$ cat src/hw/rtl/mppt_pkg.sv
`default_nettype none
package mppt_pkg;

	// Sample format and averaging group size.
	localparam int ADC_BITS  = 12;
	localparam int AVG_SHIFT = 4;
	localparam int GROUP     = 1 << AVG_SHIFT;
	localparam int CNT_W     = (AVG_SHIFT > 0) ? AVG_SHIFT : 1;
	localparam int SUM_W     = ADC_BITS + AVG_SHIFT;
	localparam int CUR_W     = ADC_BITS + 1;
	localparam int PWR_W     = 2 * ADC_BITS + 1;

	// Duty and configuration widths.
	localparam int DUTY_W    = 16;
	localparam int STEP_W    = 8;
	localparam int PHASE_W   = 2;
	localparam int CFG_W     = 16;
	localparam int CFG_IDX_W = 2;

	// Phase codes as reported on the phase output.
	localparam logic [PHASE_W-1:0] PH_START = 2'd0;
	localparam logic [PHASE_W-1:0] PH_SCAN  = 2'd1;
	localparam logic [PHASE_W-1:0] PH_TRACK = 2'd2;

	// Configuration register indexes.
	localparam logic [CFG_IDX_W-1:0] REG_CURRENT_OFFSET    = 2'd0;
	localparam logic [CFG_IDX_W-1:0] REG_DUTY_STEP         = 2'd1;
	localparam logic [CFG_IDX_W-1:0] REG_DUTY_MAX          = 2'd2;
	localparam logic [CFG_IDX_W-1:0] REG_SCAN_RESTART_DUTY = 2'd3;

	// Configuration reset values.
	localparam logic [ADC_BITS-1:0] RST_CURRENT_OFFSET    = 12'd3050;
	localparam logic [STEP_W-1:0]   RST_DUTY_STEP         = 8'd5;
	localparam logic [DUTY_W-1:0]   RST_DUTY_MAX          = 16'd4799;
	localparam logic [DUTY_W-1:0]   RST_SCAN_RESTART_DUTY = 16'd4000;

	// One averaged group, passed from the accumulator to the tracker.
	typedef struct packed {
		logic [ADC_BITS-1:0]     avg_v;
		logic signed [CUR_W-1:0] avg_i;
	} group_t;

endpackage
`default_nettype wire

$ cat src/hw/rtl/mppt_accum.sv
`default_nettype none
module mppt_accum (
	input  wire logic                          clk,
	input  wire logic                          arst_n,
	input  wire logic                          in_valid,
	output logic                               in_ready,
	input  wire logic [mppt_pkg::ADC_BITS-1:0] voltage_sample,
	input  wire logic [mppt_pkg::ADC_BITS-1:0] current_sample,
	input  wire logic [mppt_pkg::ADC_BITS-1:0] current_offset,
	output logic                               grp_valid,
	input  wire logic                          grp_ready,
	output mppt_pkg::group_t                   grp
);
	import mppt_pkg::*;

	logic [CNT_W-1:0]    count_q;
	logic [SUM_W-1:0]    vsum_q;
	logic [SUM_W-1:0]    csum_q;
	logic [SUM_W-1:0]    vsum_next;
	logic [SUM_W-1:0]    csum_next;
	logic [ADC_BITS-1:0] avg_c;
	logic                last;
	logic                in_fire;

	// The last sample of a group needs room in the queue.
	assign last      = (count_q == CNT_W'(GROUP - 1));
	assign in_ready  = !last || grp_ready;
	assign in_fire   = in_valid && in_ready;
	assign grp_valid = in_valid && last;

	// Sums including the sample on the port.
	assign vsum_next = vsum_q + SUM_W'(voltage_sample);
	assign csum_next = csum_q + SUM_W'(current_sample);
	assign avg_c     = csum_next[SUM_W-1:AVG_SHIFT];

	// Averages of the completed group; current is offset corrected.
	assign grp.avg_v = vsum_next[SUM_W-1:AVG_SHIFT];
	assign grp.avg_i = $signed({1'b0, avg_c}) - $signed({1'b0, current_offset});

	// Accumulate samples and restart after each group.
	always_ff @(posedge clk or negedge arst_n) begin
		if (!arst_n) begin
			count_q <= '0;
			vsum_q  <= '0;
			csum_q  <= '0;
		end else if (in_fire) begin
			if (last) begin
				count_q <= '0;
				vsum_q  <= '0;
				csum_q  <= '0;
			end else begin
				count_q <= count_q + 1'b1;
				vsum_q  <= vsum_next;
				csum_q  <= csum_next;
			end
		end
	end

	a_group_restart: assert property (@(posedge clk) disable iff (!arst_n)
		in_fire && last |=> count_q == '0 && vsum_q == '0 && csum_q == '0)
		else $error("accumulator did not restart after a group");

endmodule
`default_nettype wire

$ cat src/hw/rtl/mppt_grp_fifo.sv
`default_nettype none
module mppt_grp_fifo (
	input  wire logic             clk,
	input  wire logic             arst_n,
	input  wire logic             push_valid,
	output logic                  push_ready,
	input  wire mppt_pkg::group_t push_data,
	output logic                  pop_valid,
	input  wire logic             pop_ready,
	output mppt_pkg::group_t      pop_data
);
	import mppt_pkg::*;

	group_t     mem_q [2];
	logic       wr_ptr_q;
	logic       rd_ptr_q;
	logic [1:0] count_q;
	logic       push_fire;
	logic       pop_fire;

	assign push_ready = (count_q != 2'd2);
	assign pop_valid  = (count_q != 2'd0);
	assign pop_data   = mem_q[rd_ptr_q];
	assign push_fire  = push_valid && push_ready;
	assign pop_fire   = pop_valid && pop_ready;

	// Entry storage.
	always_ff @(posedge clk) begin
		if (push_fire) begin
			mem_q[wr_ptr_q] <= push_data;
		end
	end

	// Pointers and fill count.
	always_ff @(posedge clk or negedge arst_n) begin
		if (!arst_n) begin
			wr_ptr_q <= 1'b0;
			rd_ptr_q <= 1'b0;
			count_q  <= 2'd0;
		end else begin
			if (push_fire) begin
				wr_ptr_q <= !wr_ptr_q;
			end
			if (pop_fire) begin
				rd_ptr_q <= !rd_ptr_q;
			end
			if (push_fire && !pop_fire) begin
				count_q <= count_q + 2'd1;
			end else if (pop_fire && !push_fire) begin
				count_q <= count_q - 2'd1;
			end
		end
	end

	a_count_range: assert property (@(posedge clk) disable iff (!arst_n)
		count_q != 2'd3)
		else $error("group queue count out of range");

endmodule
`default_nettype wire

$ cat src/hw/rtl/mppt_track.sv
`default_nettype none
module mppt_track (
	input  wire logic                               clk,
	input  wire logic                               arst_n,
	input  wire logic                               grp_valid,
	output logic                                    grp_ready,
	input  wire mppt_pkg::group_t                   grp,
	input  wire logic [mppt_pkg::STEP_W-1:0]        duty_step,
	input  wire logic [mppt_pkg::DUTY_W-1:0]        duty_max,
	input  wire logic [mppt_pkg::DUTY_W-1:0]        scan_restart_duty,
	output logic                                    out_valid,
	input  wire logic                               out_ready,
	output logic [mppt_pkg::DUTY_W-1:0]             duty_value,
	output logic [mppt_pkg::PHASE_W-1:0]            phase,
	output logic [mppt_pkg::ADC_BITS-1:0]           avg_voltage,
	output logic signed [mppt_pkg::CUR_W-1:0]       avg_current,
	output logic signed [mppt_pkg::PWR_W-1:0]       power_product
);
	import mppt_pkg::*;

	localparam int DS_W = DUTY_W + 2;

	// Tracker state.
	logic [PHASE_W-1:0]      phase_q;
	logic [DUTY_W-1:0]       duty_q;
	logic signed [PWR_W-1:0] prev_power_q;
	logic [ADC_BITS-1:0]     prev_v_q;

	// Stage 1: product.
	logic                    v_s1;
	logic [ADC_BITS-1:0]     avg_v_s1;
	logic signed [CUR_W-1:0] avg_i_s1;
	logic signed [PWR_W-1:0] power_s1;

	// Stage 2: differences and stepped duty.
	logic                    v_s2;
	logic [ADC_BITS-1:0]     avg_v_s2;
	logic signed [CUR_W-1:0] avg_i_s2;
	logic signed [PWR_W-1:0] power_s2;
	logic                    pnz_s2;
	logic signed [DS_W-1:0]  d_s2;

	// Output register.
	logic                    out_valid_q;
	logic [DUTY_W-1:0]       duty_out_q;
	logic [PHASE_W-1:0]      phase_out_q;
	logic [ADC_BITS-1:0]     avg_v_out_q;
	logic signed [CUR_W-1:0] avg_i_out_q;
	logic signed [PWR_W-1:0] power_out_q;

	logic                    pop_fire;
	logic                    commit;
	logic signed [PWR_W:0]   prod;
	logic signed [PWR_W:0]   pdiff;
	logic signed [CUR_W-1:0] vdiff;
	logic                    pnz;
	logic                    ppos;
	logic                    vnz;
	logic                    up;
	logic signed [DS_W-1:0]  d_step;
	logic [DUTY_W:0]         scan_inc;
	logic [DUTY_W-1:0]       duty_nx;
	logic [PHASE_W-1:0]      phase_nx;

	// One group at a time: the next pop waits for the previous commit.
	assign grp_ready = !v_s1 && !v_s2;
	assign pop_fire  = grp_valid && grp_ready;
	assign commit    = v_s2 && (!out_valid_q || out_ready);

	assign prod = $signed({1'b0, grp.avg_v}) * grp.avg_i;

	// Power and voltage change against the last tracked group.
	assign pdiff = {power_s1[PWR_W-1], power_s1} - {prev_power_q[PWR_W-1], prev_power_q};
	assign vdiff = $signed({1'b0, avg_v_s1}) - $signed({1'b0, prev_v_q});
	assign pnz   = (pdiff != '0);
	assign ppos  = pnz && !pdiff[PWR_W];
	assign vnz   = (vdiff != '0);
	// Rising power keeps the direction of the voltage change.
	assign up    = ppos ? vdiff[CUR_W-1] : (vnz && !vdiff[CUR_W-1]);

	always_comb begin
		d_step = $signed({2'b00, duty_q});
		if (vnz) begin
			if (up) begin
				d_step = $signed({2'b00, duty_q}) + $signed({{(DS_W-STEP_W){1'b0}}, duty_step});
			end else begin
				d_step = $signed({2'b00, duty_q}) - $signed({{(DS_W-STEP_W){1'b0}}, duty_step});
			end
		end
	end

	// Phase sequencing, scan increment and tracking clamp.
	assign scan_inc = {1'b0, duty_q} + {{DUTY_W{1'b0}}, 1'b1};

	always_comb begin
		duty_nx  = duty_q;
		phase_nx = phase_q;
		case (phase_q)
			PH_START: begin
				duty_nx  = '0;
				phase_nx = PH_SCAN;
			end
			PH_SCAN: begin
				if (scan_inc > {1'b0, duty_max}) begin
					duty_nx  = scan_restart_duty;
					phase_nx = PH_TRACK;
				end else begin
					duty_nx = scan_inc[DUTY_W-1:0];
				end
			end
			default: begin
				if (pnz_s2) begin
					if (d_s2 >= $signed({2'b00, duty_max})) begin
						duty_nx = duty_max;
					end else if (d_s2 <= $signed(DS_W'(0))) begin
						duty_nx = '0;
					end else begin
						duty_nx = d_s2[DUTY_W-1:0];
					end
				end
			end
		endcase
	end

	// Pipeline stages.
	always_ff @(posedge clk) begin
		if (pop_fire) begin
			avg_v_s1 <= grp.avg_v;
			avg_i_s1 <= grp.avg_i;
			power_s1 <= prod[PWR_W-1:0];
		end
		if (v_s1) begin
			avg_v_s2 <= avg_v_s1;
			avg_i_s2 <= avg_i_s1;
			power_s2 <= power_s1;
			pnz_s2   <= pnz;
			d_s2     <= d_step;
		end
		if (commit) begin
			duty_out_q  <= duty_nx;
			phase_out_q <= phase_nx;
			avg_v_out_q <= avg_v_s2;
			avg_i_out_q <= avg_i_s2;
			power_out_q <= power_s2;
		end
	end

	// Stage valids, result valid and tracker state.
	always_ff @(posedge clk or negedge arst_n) begin
		if (!arst_n) begin
			v_s1         <= 1'b0;
			v_s2         <= 1'b0;
			out_valid_q  <= 1'b0;
			phase_q      <= PH_START;
			duty_q       <= '0;
			prev_power_q <= '0;
			prev_v_q     <= '0;
		end else begin
			v_s1 <= pop_fire;
			if (v_s1) begin
				v_s2 <= 1'b1;
			end else if (commit) begin
				v_s2 <= 1'b0;
			end
			if (commit) begin
				out_valid_q <= 1'b1;
			end else if (out_ready) begin
				out_valid_q <= 1'b0;
			end
			if (commit) begin
				phase_q <= phase_nx;
				duty_q  <= duty_nx;
				if (phase_q != PH_START && phase_q != PH_SCAN) begin
					prev_power_q <= power_s2;
					if (pnz_s2) begin
						prev_v_q <= avg_v_s2;
					end
				end
			end
		end
	end

	assign out_valid     = out_valid_q;
	assign duty_value    = duty_out_q;
	assign phase         = phase_out_q;
	assign avg_voltage   = avg_v_out_q;
	assign avg_current   = avg_i_out_q;
	assign power_product = power_out_q;

	a_one_group: assert property (@(posedge clk) disable iff (!arst_n)
		!(v_s1 && v_s2))
		else $error("two groups in the tracker at once");

	a_track_clamp: assert property (@(posedge clk) disable iff (!arst_n)
		commit && phase_q == PH_TRACK && pnz_s2 |=> duty_q <= $past(duty_max))
		else $error("tracked duty above maximum");

	a_phase_step: assert property (@(posedge clk) disable iff (!arst_n)
		commit && phase_q == PH_START |=> phase_q == PH_SCAN && duty_q == '0)
		else $error("start phase did not enter scan at zero duty");

endmodule
`default_nettype wire

$ cat src/hw/rtl/mppt_perturb_observe.sv
// Perturb-and-observe maximum power point tracker.
// Input channel (in_valid/in_ready): one voltage/current ADC sample pair per
// transfer. Pairs are averaged in groups of 16; the 16th pair of a group
// produces exactly one result, the other pairs produce none.
// Output channel (out_valid/out_ready): new PWM duty, phase (0 start, 1 scan,
// 2 track), averaged voltage, offset-corrected averaged current and their
// product.
// Throughput: one sample pair per cycle while in_ready is high; in_ready
// drops only on the last pair of a group when the group queue is full. The
// tracker handles one group at a time (multiply, compare and step, clamp
// and commit). A group's result passes from the group queue through the
// stage 1 and stage 2 registers to the output register.
// When the receiver stalls, the result waits in the output register; the
// tracker holds one more group and the two-entry group queue two further, so
// sampling continues for three more complete groups, after which in_ready
// drops on the last pair of the next group.
// Reset clears all sums, the phase, duty and previous power and voltage,
// and loads the configuration defaults. The user must write configuration
// (cfg_we/cfg_index/cfg_data) only while idle; the block does not enforce it.
`default_nettype none
module mppt_perturb_observe (
	input  wire logic                                clk,
	input  wire logic                                arst_n,
	input  wire logic                                cfg_we,
	input  wire logic [mppt_pkg::CFG_IDX_W-1:0]      cfg_index,
	input  wire logic [mppt_pkg::CFG_W-1:0]          cfg_data,
	input  wire logic                                in_valid,
	output logic                                     in_ready,
	input  wire logic [mppt_pkg::ADC_BITS-1:0]       voltage_sample,
	input  wire logic [mppt_pkg::ADC_BITS-1:0]       current_sample,
	output logic                                     out_valid,
	input  wire logic                                out_ready,
	output logic [mppt_pkg::DUTY_W-1:0]              duty_value,
	output logic [mppt_pkg::PHASE_W-1:0]             phase,
	output logic [mppt_pkg::ADC_BITS-1:0]            avg_voltage,
	output logic signed [mppt_pkg::CUR_W-1:0]        avg_current,
	output logic signed [mppt_pkg::PWR_W-1:0]        power_product
);
	import mppt_pkg::*;

	logic [ADC_BITS-1:0] current_offset_q;
	logic [STEP_W-1:0]   duty_step_q;
	logic [DUTY_W-1:0]   duty_max_q;
	logic [DUTY_W-1:0]   scan_restart_q;

	logic   acc_valid;
	logic   acc_ready;
	group_t acc_grp;
	logic   q_valid;
	logic   q_ready;
	group_t q_grp;

	// Configuration registers.
	always_ff @(posedge clk or negedge arst_n) begin
		if (!arst_n) begin
			current_offset_q <= RST_CURRENT_OFFSET;
			duty_step_q      <= RST_DUTY_STEP;
			duty_max_q       <= RST_DUTY_MAX;
			scan_restart_q   <= RST_SCAN_RESTART_DUTY;
		end else if (cfg_we) begin
			case (cfg_index)
				REG_CURRENT_OFFSET:    current_offset_q <= cfg_data[ADC_BITS-1:0];
				REG_DUTY_STEP:         duty_step_q      <= cfg_data[STEP_W-1:0];
				REG_DUTY_MAX:          duty_max_q       <= cfg_data[DUTY_W-1:0];
				REG_SCAN_RESTART_DUTY: scan_restart_q   <= cfg_data[DUTY_W-1:0];
				default: begin
				end
			endcase
		end
	end

	// Front: sample accumulation and averaging.
	mppt_accum u_accum (
		.clk            (clk),
		.arst_n         (arst_n),
		.in_valid       (in_valid),
		.in_ready       (in_ready),
		.voltage_sample (voltage_sample),
		.current_sample (current_sample),
		.current_offset (current_offset_q),
		.grp_valid      (acc_valid),
		.grp_ready      (acc_ready),
		.grp            (acc_grp)
	);

	// Queue of completed groups.
	mppt_grp_fifo u_fifo (
		.clk        (clk),
		.arst_n     (arst_n),
		.push_valid (acc_valid),
		.push_ready (acc_ready),
		.push_data  (acc_grp),
		.pop_valid  (q_valid),
		.pop_ready  (q_ready),
		.pop_data   (q_grp)
	);

	// Back: power, phase sequencing and duty update.
	mppt_track u_track (
		.clk               (clk),
		.arst_n            (arst_n),
		.grp_valid         (q_valid),
		.grp_ready         (q_ready),
		.grp               (q_grp),
		.duty_step         (duty_step_q),
		.duty_max          (duty_max_q),
		.scan_restart_duty (scan_restart_q),
		.out_valid         (out_valid),
		.out_ready         (out_ready),
		.duty_value        (duty_value),
		.phase             (phase),
		.avg_voltage       (avg_voltage),
		.avg_current       (avg_current),
		.power_product     (power_product)
	);

endmodule
`default_nettype wire
$ cat config.mk
export PLATFORM = sky130hd
export DESIGN_NAME = mppt_perturb_observe
export DESIGN_NICKNAME = d
export VERILOG_FILES = /design/src/hw/rtl/mppt_pkg.sv /design/src/hw/rtl/mppt_accum.sv /design/src/hw/rtl/mppt_grp_fifo.sv /design/src/hw/rtl/mppt_track.sv /design/src/hw/rtl/mppt_perturb_observe.sv
export SDC_FILE = /design/constraint.sdc
export NUM_CORES = 1
export LEC_CHECK = 0
export BUFFER_PORTS_ARGS = -buffer_cell sky130_fd_sc_hd__buf_2
export CAP_MARGIN = 0
export CORE_MARGIN = 1.5
export CORE_UTILIZATION = 35
export CTS_CLUSTER_DIAMETER = 60
export CTS_CLUSTER_SIZE = 16
export DETAILED_ROUTE_END_ITERATION = 10
export PLACE_DENSITY = 0.58
export SLEW_MARGIN = 25
export SYNTH_ARGS = -nofsm -noshare
export SYNTH_HDL_FRONTEND = slang
export SYNTH_SLANG_ARGS = --single-unit
$ cat constraint.sdc
create_clock -name clk -period 12.4 [get_ports clk]
set_input_delay 0.62 -clock clk [delete_from_list [all_inputs] [get_ports clk]]
set_output_delay 0.62 -clock clk [all_outputs]
set_load 0.01 [all_outputs]
==> results of run 1 <==
per-layer routing:
metal / global-route usage (%) / wire [µm] / vias up
met3: 2.49 / 3000 / 92
met5: 0 / 10 / -
met4: 4.25 / 1250 / 2
li1: - / - / 8251
met1: 23.5 / 28900 / 8549
met2: 27.9 / 28500 / 384
synth_stat cells (64+ instances only):
master	n	area, µm²
a21oi_1	81	405
dfrtp_1	125	3130
edfxtp_1	237	7120
fa_1	116	2320
ha_1	214	2680
inv_1	264	991
mux2_2	93	1050
nand2_1	226	848
nor2_1	160	601
o21ai_0	70	350
xnor2_1	64	561
cell type report:
class                   instances  area, µm²
fillers                      6826      42400
clock inverters                23        285
multi-input cells            1565      12800
repair buffers                130        699
clock buffers                  51       1080
well taps                     940       1180
inverters                     279       1050
flip-flops and latches        387      10900
placed cells by master (no fill, tap or decap), types with 15 or more instances in the layout:
| cell type | Yosys | final |
|---|---|---|
| a21boi_0 | 17 | 17 |
| clkbuf_16 | 0 | 41 |
| a21oi_1 | 81 | 81 |
| nor3_1 | 27 | 26 |
| xnor2_1 | 64 | 64 |
| mux2_2 | 93 | 93 |
| nand2_1 | 226 | 226 |
| edfxtp_1 | 237 | 237 |
| o211ai_1 | 26 | 26 |
| dfstp_2 | 25 | 25 |
| mux2i_1 | 43 | 43 |
| a31oi_1 | 32 | 32 |
| dfrtp_1 | 125 | 124 |
| o21bai_1 | 18 | 18 |
| nor2_1 | 160 | 159 |
| clkinv_1 | 14 | 15 |
| ha_1 | 214 | 214 |
| xor2_1 | 24 | 24 |
| or3_1 | 18 | 18 |
| inv_1 | 264 | 263 |
| buf_2 | 4 | 115 |
| a21o_1 | 40 | 40 |
| o21ai_0 | 70 | 70 |
| nand3_1 | 58 | 58 |
| and3_1 | 16 | 16 |
| fa_1 | 116 | 116 |
| nand4_1 | 16 | 16 |
final timing paths:
check	startpoint	slack, ns	cells after the start	endpoint
setup / recovery	u_fifo.rd_ptr_q$_DFFE_PN0P_	4.80	27	u_track.power_s1[23]$_DFFE_PP_
hold / removal	arst_n	0.12	1	duty_max_q[11]$_DFFE_PN0P_
setup reg to reg	u_fifo.rd_ptr_q$_DFFE_PN0P_	4.80	27	u_track.power_s1[23]$_DFFE_PP_
hold reg to reg	u_track.avg_i_s2[1]$_DFFE_PP_	0.42	0	u_track.avg_current[1]$_DFFE_PP_
max in group asynchronous	arst_n	10.82	2	u_track.prev_power_q[13]$_DFFE_PN0P_
min in group clk	cfg_data[11]	0.27	3	current_offset_q[11]$_DFFE_PN1P_
cells by family (layout without fill, tap and decap cells):
| family | count (synthesis) | after routing | share of synthesized area (%) |
|---|---|---|---|
| simple gates | 612 | 612 | 11.3 |
| compound gates | 397 | 397 | 10.8 |
| xor+xnor | 88 | 88 | 3.08 |
| mux | 138 | 138 | 6.00 |
| flops | 387 | 387 | 43.6 |
| fa+ha+maj | 330 | 330 | 20.0 |
| buf+inv | 347 | 483 | 5.29 |
registers in the layout (all words and copies together) (netlist names), 12 cells and up:
register               flops
current_offset_q          12
duty_max_q                16
scan_restart_q            16
u_accum.csum_q            16
u_accum.vsum_q            16
u_fifo.mem_q              50
u_track.avg_current       13
u_track.avg_i_s1          13
u_track.avg_i_s2          13
u_track.avg_v_s1          12
u_track.avg_v_s2          12
u_track.avg_voltage       12
u_track.d_s2              18
u_track.duty_q            16
u_track.duty_value        16
u_track.power_product     25
u_track.power_s1          25
u_track.power_s2          25
u_track.prev_power_q      25
u_track.prev_v_q          12
critical path: cells and delay by family, from the launching register on:
kind	cells	cell delay, ns
adder cells (fa/ha/maj)	7	2.97
XOR/XNOR	1	0.11
multiplexers	1	0.72
AND/OR/NAND/NOR	3	0.37
buffers and inverters	5	0.58
flip-flops	1	0.32
AO/OA/AOI/OAI	10	2.29
per-stage QoR:
stage | hold slack, ns | util, %
final | 0.118 | 39.8
after floorplan | 0.324 | -
after global placement | 0.401 | 37.8
after CTS | 0.164 | 39.8
after detailed placement | 0.405 | 37.8
after global routing | 0.176 | 39.8
==> results.py, run 1 <==
metrics = {
    "yosys": {
        "syn-num-nets": 2676,
        "synth_warnings": 0,
        "syn_avg_cell_area_um2": 10.9,
        "async_flop_share_pct": 38.8,
        "synth_edf_count": 237,
        "syn_area_mm2": 0.0250,
        "synth_seq_area_share_pct": 43.6,
        "synth_cells": 2299,
        "ys_seq_elements": 387,
        "synth_cell_types": 85,
        "synthFlopType": "edfxtp_1",
    },
    "die": {
        "die_area_mm2": 0.0731,
        "core_area_mm2": 0.0704,
        "num_rows": 97,
        "die_w_um": 270,
        "initial_core_util_pct": 35.5,
        "pin_count": 117,
        "die_h_um": 270,
    },
    "layout": {
        "fin_cells": 3375,
        "final_area_mm2": 0.0280,
        "drive_gt1_share_pct": 14.6,
        "final_net_count": 2780,
        "area_growth_pct": 11.9,
        "diodes": 0,
    },
    "drt": {
        "dr.pass1.iters": 7,
        "vias": 17300,
        "drc": 0,
        "drtAntennaViolNets": 0,
        "wl_per_cell_um": 18.3,
        "totalWireLength_mm": 61.6,
        "vias_per_cell": 5.12,
        "drtIter0Drc": 1034,
    },
    "global_routing": {
        "grt_max_degree": 90,
        "antenna_found_initial": 2,
        "grt_pass1_wl_mm": 98.8,
        "grt_pass1_vias": 17600,
        "grtUsageTotal_pct": 17.0,
        "grt_overflow": 0,
    },
    "critical_path": {
        "critPathLaunchType": "register",
        "required_ns": 12.73,
        "crit_arrival_ns": 7.93,
        "critPathMaxStageDelay_ns": 0.72,
        "critPathSlowestCell": "mux2i_1",
        "crit_path_end_kind": "register",
        "crit_fanout": 26,
        "path_class": "reg -> reg",
    },
    "placed_design": {
        "placed_area_mm2": 0.0266,
        "dpl.cell_count": 3301,
        "io_buffers": 116,
        "dp_slack_ns": 4.83,
        "dp_hpwl_mm": 47.0,
        "gp_congestion": 0.904,
    },
    "clocking": {
        "clk_pin_slew_ns": 0.07,
        "cts_resized": 0,
        "cts_tree": "built",
        "htreeDepth": 2,
        "worstSkewPairLatency_ns": 0.59,
        "cts_buffers": 40,
        "hold_buffers": 0,
        "clkSinkCount": 387,
        "cts_root_buffer": "clkbuf_16",
        "clockBufferDepth": 3,
        "cts_setup_buffers": 0,
    },
    "job": {
        "drv_cap": 0,
    },
    "status": {
        "status": "finished, final reports clean",
    },
    "timing": {
        "worstMarginPinSlew_ns": 1.03,
        "period_share_pct": 61.3,
        "layout_setup_ws_ns": 4.80,
        "clock_skew_ns": 0.0351,
        "fin_crit_ns": 7.60,
        "finalSetupViolations": 0,
        "report.final.slew_viol_count": 0,
        "rsz0062_at_grt": "no",
        "setup_tns_ns": 0,
        "slew_headroom_pct": 31.2,
        "maxClockFrequency_mhz": 132,
        "hold_viol": 0,
    },
    "min_path": {
        "hp-class": "in -> async",
    },
}
Power of run 1 is not shown: default switching activity piles up to over one toggle a cycle in this logic, so the estimate is an artifact.
==> run 2: changes to the inputs <==
--- a/config.mk
+++ b/config.mk
@@ -12,7 +12,7 @@
 export CTS_CLUSTER_DIAMETER = 60
 export CTS_CLUSTER_SIZE = 16
 export DETAILED_ROUTE_END_ITERATION = 10
-export PLACE_DENSITY = 0.58
+export PLACE_DENSITY = 0.6
 export SLEW_MARGIN = 25
 export SYNTH_ARGS = -nofsm -noshare
 export SYNTH_HDL_FRONTEND = slang
==> constraint.sdc (replaced) <==
create_clock -name clk -period 6.9 [get_ports clk]
set_input_delay 0.345 -clock clk [delete_from_list [all_inputs] [get_ports clk]]
set_output_delay 0.345 -clock clk [all_outputs]
set_load 0.01 [all_outputs]
==> run 2 against run 1 <==
Sequential cell count is the same. Die area is the same. Critical path depth shrank 5. Non-clock buffer count grew 66. Maximum frequency grew 15%. Critical endpoint is now u_track.power_s1[24]$_DFFE_PP_. Largest cell class unchanged.
==> results.py, run 2 (synthesized netlist as in run 1, its figures left out) <==
metrics = {
    "critical_path": {
        "setup.worst_path.start": "u_fifo.rd_ptr_q$_DFFE_PN0P_",
        "crit_fanout": 8,
        "path_class": "reg -> reg",
        "crit_cells": 22,
        "rrSetupSlack_ns": 0.28,
        "required_ns": 7.21,
        "crit_path_end_kind": "register",
        "critPathCapture": "u_track.power_s1[24]$_DFFE_PP_",
        "critPathMaxStageDelay_ns": 0.57,
        "path_buf_inv": 6,
        "critPathSlowestCell": "fa_1",
        "crit_path_frequent_cell": "fa_1",
        "critPathTopFamily": "adder cells",
        "reg2reg_depth": 22,
        "crit_arrival_ns": 6.93,
        "crit_path_cell_trace": "buf_12, buf_12, mux2i_1, buf_4, clkinv_1, nand2_1, fa_1, fa_1, inv_1, fa_1, fa_1, fa_1, fa_1, ha_1, nor2b_1, o31ai_1, buf_4, a2111oi_2, or3_1, a41o_1, a21oi_2, xnor2_1",
        "rr_endpoint": "u_track.power_s1[24]$_DFFE_PP_",
        "r2r_start": "u_fifo.rd_ptr_q$_DFFE_PN0P_",
        "critPathLaunchType": "register",
    },
    "drt": {
        "drc": 0,
        "totalWireLength_mm": 62.5,
        "vias": 17500,
        "dr.pass1.iters": 7,
        "wl_per_cell_um": 18.2,
        "vias_per_cell": 5.08,
        "drtAntennaViolNets": 0,
        "drtIter0Drc": 1083,
    },
    "die": {
        "die_w_um": 270,
        "core_area_mm2": 0.0704,
        "initial_core_util_pct": 35.5,
        "num_rows": 97,
        "pin_count": 117,
        "die_area_mm2": 0.0731,
        "die_h_um": 270,
    },
    "clocking": {
        "cts_tree": "built",
        "cts_root_buffer": "clkbuf_16",
        "clockBufferDepth": 3,
        "clk_pin_slew_ns": 0.07,
        "cts_buffers": 40,
        "worstSkewPairLatency_ns": 0.58,
        "htreeDepth": 2,
        "clkSinkCount": 387,
    },
    "timing": {
        "worstMarginPinSlew_ns": 0.922,
        "report.final.slew_viol_count": 0,
        "hold_viol": 0,
        "period_share_pct": 95.9,
        "fin_crit_ns": 6.62,
        "maxClockFrequency_mhz": 151,
        "fin_hold_ws_ns": 0.0350,
        "clock_skew_ns": 0.0350,
        "finalSetupViolations": 0,
        "slew_headroom_pct": 38.4,
    },
    "global_routing": {
        "grt_pass1_vias": 18000,
        "antenna_found_initial": 1,
        "grtUsageTotal_pct": 17.2,
        "grt_pass1_wl_mm": 99.6,
        "grt_max_degree": 77,
        "grt_overflow": 0,
    },
    "placed_design": {
        "dp_hpwl_mm": 48.0,
        "dpl.cell_count": 3361,
        "io_buffers": 116,
        "gp_congestion": 0.920,
    },
    "status": {
        "status": "finished, final reports clean",
    },
    "layout": {
        "final_net_count": 2846,
        "final_common_cell": "inv_1",
        "diodes": 0,
        "top_register": "u_fifo.mem_q",
        "largest_reg_flops": 50,
        "layout_common_cells": "inv_1 (263), edfxtp_1 (237), nand2_1 (226), ha_1 (213), nor2_1 (159)",
        "post-route-util_pct": 40.6,
        "area_growth_pct": 14.2,
        "fin_cells": 3440,
        "drive_gt1_share_pct": 17.3,
    },
    "min_path": {
        "hp-class": "in -> reg",
    },
    "job": {
        "drv_cap": 0,
    },
}
-- run 2: how the worst min path moves through the flow --
| stage | from | cells past startpoint | endpoint | slack, ns |
|---|---|---|---|---|
| 2_1_floorplan | arst_n | 0 | current_offset_q[0]$_DFFE_PN0P_ | 0.05 |
| 3_3_place_gp | u_track.avg_i_s1[8]$_DFFE_PP_ | 0 | u_track.avg_i_s2[8]$_DFFE_PP_ | 0.41 |
| 3_5_place_dp | u_track.avg_i_s2[0]$_DFFE_PP_ | 0 | u_track.avg_current[0]$_DFFE_PP_ | 0.41 |
| 4_1_cts | cfg_data[11] | 3 | current_offset_q[11]$_DFFE_PN1P_ | 0.0004 |
| 5_1_grt | cfg_data[15] | 2 | scan_restart_q[15]$_DFFE_PN0P_ | 0.009 |
| 6_report | cfg_data[10] | 3 | current_offset_q[10]$_DFFE_PN0P_ | 0.04 |
-- run 2: layout make-up --
cell class | instances | area (µm²)
Multi-Input combinational cell | 1565 | 12900
Timing Repair Buffer | 196 | 1230
Sequential cell | 387 | 10900
Clock buffer | 50 | 1060
Inverter | 279 | 1050
Clock inverter | 23 | 246
Fill cell | 6812 | 41800
Tap cell | 940 | 1180
-- run 2: routing by layer --
layer,GRT usage (%),vias up,wire (µm)
li1,-,8391,-
met1,23.7,8582,29000
met2,28.2,422,29000
met3,2.71,72,3190
met4,4.03,0,1210
met5,0,-,0
-- run 2: worst reg2reg max path, stage by stage, from the launching register on --
cell,delay (ns)
dfrtp_1,0.40
buf_12,0.16
buf_12,0.12
mux2i_1,0.34
buf_4,0.24
clkinv_1,0.15
nand2_1,0.12
fa_1,0.43
fa_1,0.52
inv_1,0.05
fa_1,0.46
fa_1,0.52
fa_1,0.57
fa_1,0.42
ha_1,0.34
nor2b_1,0.16
o31ai_1,0.25
buf_4,0.17
a2111oi_2,0.07
or3_1,0.36
a41o_1,0.26
a21oi_2,0.14
xnor2_1,0.08
-- run 2: timing repair --
action / in CTS / in global routing
hold endpoints to repair: 49 / 0
gates resized for setup: 1 / 21
pin swaps: 0 / 10
hold buffers: 3 / 0
endpoints found under the setup margin: 1 / 4
buffers inserted: 0 / 2
-- run 2: through the flow --
step / instance area [µm²] / TNS, ns / worst slack [ns]
final: 28600 / 0 / 0.280
after global routing: 28600 / -0.00354 / -0.00354
after CTS: 28500 / 0 / 0.0279
after detailed placement: 27100 / 0 / 0.0168
after global placement: 27100 / 0 / 0.0428
after floorplan: 25000 / 0 / 0.129
Power of run 2 is left out for the same reason.
